[config.mk]
export PLATFORM = sky130hd
export DESIGN_NAME = sfcm_entry_eval
export DESIGN_NICKNAME = d
export VERILOG_FILES = /design/src/rtl/core/sticky_flow_to_consumer_mapper_core_macros.svh /design/src/rtl/core/sfcm_pkg.sv /design/src/rtl/core/sfcm_entry_eval.sv
export SDC_FILE = /design/constraint.sdc
export NUM_CORES = 1
export LEC_CHECK = 0
export BUFFER_PORTS_ARGS = -buffer_cell sky130_fd_sc_hd__buf_4
export CAP_MARGIN = 20
export CORE_AREA = 3 3 179 181
export DETAILED_ROUTE_END_ITERATION = 8
export DIE_AREA = 0 0 182 184
export GPL_TIMING_DRIVEN = 0
export PLACE_DENSITY_LB_ADDON = 0.15
export RECOVER_POWER = 25
export SLEW_MARGIN = 15
export SYNTH_ARGS = -nofsm -noshare
export SYNTH_HDL_FRONTEND = slang
export SYNTH_SLANG_ARGS = --single-unit
[constraint.sdc]
create_clock -name vclk -period 8.8
set_input_delay 0.88 -clock vclk [all_inputs]
set_output_delay 0.88 -clock vclk [all_outputs]
set_load 0.05 [all_outputs]
[src/rtl/core/sticky_flow_to_consumer_mapper_core_macros.svh]
// Assertion macros for the sticky flow-to-consumer mapper core.
// Included by the top level; no other dependencies.
`ifndef STICKY_FLOW_TO_CONSUMER_MAPPER_CORE_MACROS_SVH
`define STICKY_FLOW_TO_CONSUMER_MAPPER_CORE_MACROS_SVH

// Same-cycle implication.
`define SFCM_ASSERT_IMPLIES(label, clk, rst, ante, cons, msg) \
   label: assert property (@(posedge clk) disable iff (rst) (ante) |-> (cons)) else $error(msg);

// Next-cycle implication.
`define SFCM_ASSERT_NEXT(label, clk, rst, ante, cons, msg) \
   label: assert property (@(posedge clk) disable iff (rst) (ante) |=> (cons)) else $error(msg);

`endif

[src/rtl/core/sfcm_pkg.sv]
// Types and constants of the sticky flow-to-consumer mapper.
// No dependencies; used by sfcm_entry_eval and the top level.
package sfcm_pkg;

   localparam int MAX_GROUPS = 256;
   localparam int GROUP_AW   = 8;
   localparam int CONS_N     = 16;
   localparam int CONS_AW    = 4;
   localparam int KEY_W      = 64;
   localparam int TIME_W     = 63;
   localparam int CNT_W      = 9;
   localparam int CSR_AW     = 2;

   localparam logic [1:0] MODE_LOOKUP = 2'd0;
   localparam logic [1:0] MODE_ADD    = 2'd1;
   localparam logic [1:0] MODE_REMOVE = 2'd2;

   localparam logic [2:0] STAT_OK      = 3'd0;
   localparam logic [2:0] STAT_NO_CONS = 3'd1;
   localparam logic [2:0] STAT_FULL    = 3'd2;
   localparam logic [2:0] STAT_EXISTS  = 3'd3;
   localparam logic [2:0] STAT_ABSENT  = 3'd4;

   localparam logic [CSR_AW-1:0] CSR_TIMEOUT = 2'd0;
   localparam logic [CSR_AW-1:0] CSR_LIMIT   = 2'd1;
   localparam logic [CSR_AW-1:0] CSR_REBAL   = 2'd2;

   typedef struct packed {
      logic [1:0]         mode;
      logic [KEY_W-1:0]   group_key;
      logic [CONS_AW-1:0] consumer_id;
      logic [TIME_W-1:0]  now;
   } req_type;

   typedef struct packed {
      logic [CONS_AW-1:0] assigned_consumer;
      logic [2:0]         status;
      logic               newly_mapped;
      logic               over_limit;
      logic [CNT_W-1:0]   group_count;
   } rsp_type;

   typedef struct packed {
      logic [KEY_W-1:0]   key;
      logic [CONS_AW-1:0] owner;
      logic [TIME_W-1:0]  seen;
   } entry_type;

   typedef enum logic [1:0] {
      PASS_MAIN   = 2'd0,
      PASS_REMOVE = 2'd1,
      PASS_PICK   = 2'd2,
      PASS_MOVE   = 2'd3
   } pass_kind_type;

   typedef struct packed {
      entry_type          ent;
      logic               vld;
      logic               pend;
      pass_kind_type      pass;
      logic [KEY_W-1:0]   req_key;
      logic [TIME_W-1:0]  now;
      logic [TIME_W-1:0]  tmo;
      logic [CONS_AW-1:0] owner_sel;
      logic               best_found;
      entry_type          best;
   } ev_in_type;

   typedef struct packed {
      logic drop;
      logic hit;
      logic free;
      logic better;
   } ev_out_type;

endpackage

[src/rtl/core/sfcm_entry_eval.sv]
// Evaluates one group entry read during a table pass: expiry, hit, free slot,
// and whether it beats the current best candidate. Depends on sfcm_pkg.
module sfcm_entry_eval (
   input  sfcm_pkg::ev_in_type  ev_in,
   output sfcm_pkg::ev_out_type ev_out
);
   import sfcm_pkg::*;

   logic [TIME_W:0] expire_sum;
   logic            expired;
   logic            seen_lt, seen_eq, key_lt, owner_lt, owner_eq, owner_hit;
   logic            cand, less;

   always_comb begin
      expire_sum = {1'b0, ev_in.ent.seen} + {1'b0, ev_in.tmo};
      expired    = (ev_in.tmo != '0) && (expire_sum <= {1'b0, ev_in.now});
      seen_lt    = ev_in.ent.seen < ev_in.best.seen;
      seen_eq    = ev_in.ent.seen == ev_in.best.seen;
      key_lt     = ev_in.ent.key < ev_in.best.key;
      owner_lt   = ev_in.ent.owner < ev_in.best.owner;
      owner_eq   = ev_in.ent.owner == ev_in.best.owner;
      owner_hit  = ev_in.ent.owner == ev_in.owner_sel;

      ev_out.drop = 1'b0;
      ev_out.hit  = 1'b0;
      ev_out.free = 1'b0;
      cand        = 1'b0;
      less        = 1'b0;
      unique case (ev_in.pass)
         PASS_MAIN: begin
            ev_out.drop = ev_in.vld && expired;
            ev_out.hit  = ev_in.vld && !expired && (ev_in.ent.key == ev_in.req_key);
            ev_out.free = !ev_in.vld || expired;
            cand        = ev_in.vld && !expired;
            less        = seen_lt || (seen_eq && key_lt);
         end
         PASS_REMOVE: begin
            ev_out.drop = ev_in.vld && owner_hit;
         end
         PASS_PICK: begin
            cand = ev_in.vld && !ev_in.pend && owner_hit;
            less = key_lt;
         end
         PASS_MOVE: begin
            cand = ev_in.vld && ev_in.pend;
            less = owner_lt || (owner_eq && key_lt);
         end
         default: begin
         end
      endcase
      ev_out.better = cand && (!ev_in.best_found || less);
   end
endmodule

==> impl_metrics.py <==
metrics = {
    "placement": {
        "place_congestion": 0.893,
        "post-dp-hpwl_um": 39800,
        "numPortBuffers": 464,
        "pre_cts_slack_ns": 1.60,
    },
    "timing": {
        "worst_pin_slew_ns": 0.942,
        "drv_slew": 0,
        "setup_violations": 0,
        "rsz0062_at_grt": "false",
        "fin_crit_ns": 7.31,
        "max_freq_mhz": 137,
        "fin_tns_setup_ns": 0,
        "setup_slack_ns": 1.49,
        "post-route-period-util_pct": 83.0,
        "finalHoldViolations": 0,
        "max_slew_margin_pct": 35.6,
    },
    "yosys": {
        "synth_top_area_cell": "ha_1",
        "synth.distinct_cells": 66,
        "synthTopCellsByArea": "ha_1 (34%), inv_1 (8.4%), a21o_1 (7.8%)",
        "syn_area_per_cell_um2": 7.19,
        "syn_area_um2": 9490,
        "synth_top_cell_area_share_pct": 33.8,
        "synth_cells": 1320,
        "ys_warn_count": 0,
        "syn_nets": 2038,
        "yosysSeqAreaShare_pct": 0,
    },
    "routing": {
        "post_drt_via_cell_ratio": 5.15,
        "wirelength_um": 42800,
        "wl_per_cell_um": 19.6,
        "ant_nets": 0,
        "via_count": 11200,
        "drt-pass1-iter-count": 5,
        "drt_iter0_markers": 490,
        "drc": 0,
    },
    "floorplanning": {
        "die_width_um": 182,
        "coreArea_um2": 30600,
        "chipHeight_um": 184,
        "pin_count": 465,
        "die_area_um2": 33500,
        "start_util_pct": 31.0,
        "rows": 64,
    },
    "worst_setup_path": {
        "path_max_fanout": 3,
        "crit_type": "input pin to output pin",
        "cp.required_ns": 7.92,
        "crit_arrival_ns": 6.43,
        "end_kind": "output pin",
        "start_kind": "input pin",
        "crit_start": "ev_in[136]",
    },
    "grt": {
        "grt_pass1_wl_um": 62100,
        "grt-ovfl-total": 0,
        "grt_max_degree": 11,
        "track_usage_pct": 23.6,
        "antenna_found_initial": 3,
        "grt_pass1_vias": 11300,
    },
    "run_status": {
        "status": "finished clean",
    },
    "job": {
        "maxCapViolCount": 0,
    },
    "pwr": {
        "p_leak_nw": 7.53,
        "p_per_area_nw_per_um2": 63.1,
        "peakVddDrop_uv": 29.0,
    },
    "finish": {
        "nClkBuffers": 0,
        "drive_above_1_share_pct": 27.3,
        "regArea_um2": 0,
        "finish.utilization_pct": 44.1,
        "seq_cells": 0,
        "finalNetCount": 2505,
        "syn_to_final_growth_pct": 42.1,
    },
    "min_path": {
        "holdCritStartpoint": "ev_in[329]",
        "hp-class": "input pin to output pin",
    },
    "clock_network": {
        "cts_resized": 0,
        "hold_buffers": 0,
        "cts_setup_buffers": 0,
    },
}
-- layout make-up --
class / instances / area [um^2]
antenna: 3 / 7.51
buffer: 15 / 66.3
fill: 3250 / 17100
inverter: 213 / 800
multi-input combinational: 1092 / 8620
tap: 396 / 495
timing repair buffer: 465 / 3490
-- worst paths after layout --
check / end / slack [ns] / depth (start not counted)
setup / recovery: ev_out[1] / 1.49 / 22
hold / removal: ev_out[1] / 2.15 / 3
-- cell families (layout without fill, tap and decap cells) --
kind of cell | count (synthesis) | after routing | share of synthesized area [%]
other cells | 0 | 3 | 0
simple gates | 319 | 319 | 17.9
buf+inv | 228 | 693 | 9.13
xor+xnor | 128 | 128 | 11.8
compound gates | 388 | 388 | 27.1
fa+ha+maj | 257 | 257 | 34.0
-- per-layer routing --
| metal | vias up | share of wire (%) | global-route usage (%) |
|---|---|---|---|
| met5 | - | 0 | 0 |
| met4 | 0 | 2.3 | 5.39 |
| met3 | 40 | 6.4 | 3.32 |
| met2 | 387 | 50 | 44.3 |
| met1 | 5079 | 41 | 28.4 |
| li1 | 5734 | - | - |
-- cells in the final DEF, fill, tap and decap left out, drive strengths merged, types with 3 or more instances in the layout --
master | synthesis | routed
a2111oi | 7 | 7
nor3 | 15 | 15
a21o | 99 | 99
o21ai | 73 | 73
and4 | 10 | 10
a21oi | 117 | 117
nand2b | 5 | 5
inv | 213 | 213
o21a | 13 | 13
o211ai | 6 | 6
nand3 | 18 | 18
a221oi | 7 | 7
nor4 | 32 | 32
a211oi | 10 | 10
and2 | 8 | 8
a21boi | 3 | 3
a31o | 4 | 4
a31oi | 12 | 12
xnor2 | 80 | 80
or3 | 3 | 3
or4 | 3 | 3
and3 | 13 | 13
buf | 3 | 467
o2111ai | 3 | 3
xor2 | 48 | 48
nor2 | 55 | 55
nand2 | 65 | 65
o21bai | 11 | 11
nand4 | 67 | 67
clkbuf | 12 | 12
a221o | 3 | 3
ha | 256 | 256
nor2b | 17 | 17
diode | 0 | 3
-- Yosys cell counts, drive strengths merged, types with 17 or more instances --
cell and n:
nand4 67, xnor2 80, nor2 55, nor4 32, nor2b 17, a21oi 117
nand3 18, a21o 99, nand2 65, xor2 48, inv 213, ha 256
o21ai 73
-- power breakdown --
group / switching, mW / internal [mW] / leakage, nW
registers: 0 / 0 / 0
logic: 0.435 / 0.416 / 7.53
clock network: 0 / 0.0000000460 / 0.0000190
-- critical path: stages --
cell and delay [ns]:
buf_4 0.15, ha_1 0.24, fa_1 0.41, a21o_1 0.22, a221o_1 0.36, a21oi_1 0.40, nor3b_1 0.16, nor2_1 0.21
o21ba_1 0.22, o21ai_0 0.13, xor2_1 0.18, ha_1 0.19, a21o_1 0.17, a21o_1 0.17, a21oi_1 0.24, nor4_1 0.08
a2111oi_0 0.84, o211ai_1 0.19, a21o_1 0.24, or2_2 0.31, a21boi_0 0.18, buf_4 0.24
-- metrics by stage --
stage | hold WS, ns | cell area (um^2) | total power, mW | instances
after CTS | 2.16 | 13500 | 0.853 | 2181
after detailed placement | 2.15 | 13500 | 0.847 | 2181
after global placement | 2.15 | 13500 | 0.834 | 2180
after floorplan | 2.07 | 9490 | 0.501 | 1320
after global routing | 2.17 | 13500 | 0.955 | 2184
final | 2.15 | 13500 | 0.850 | 2184
(Power assumes the default switching activity.)
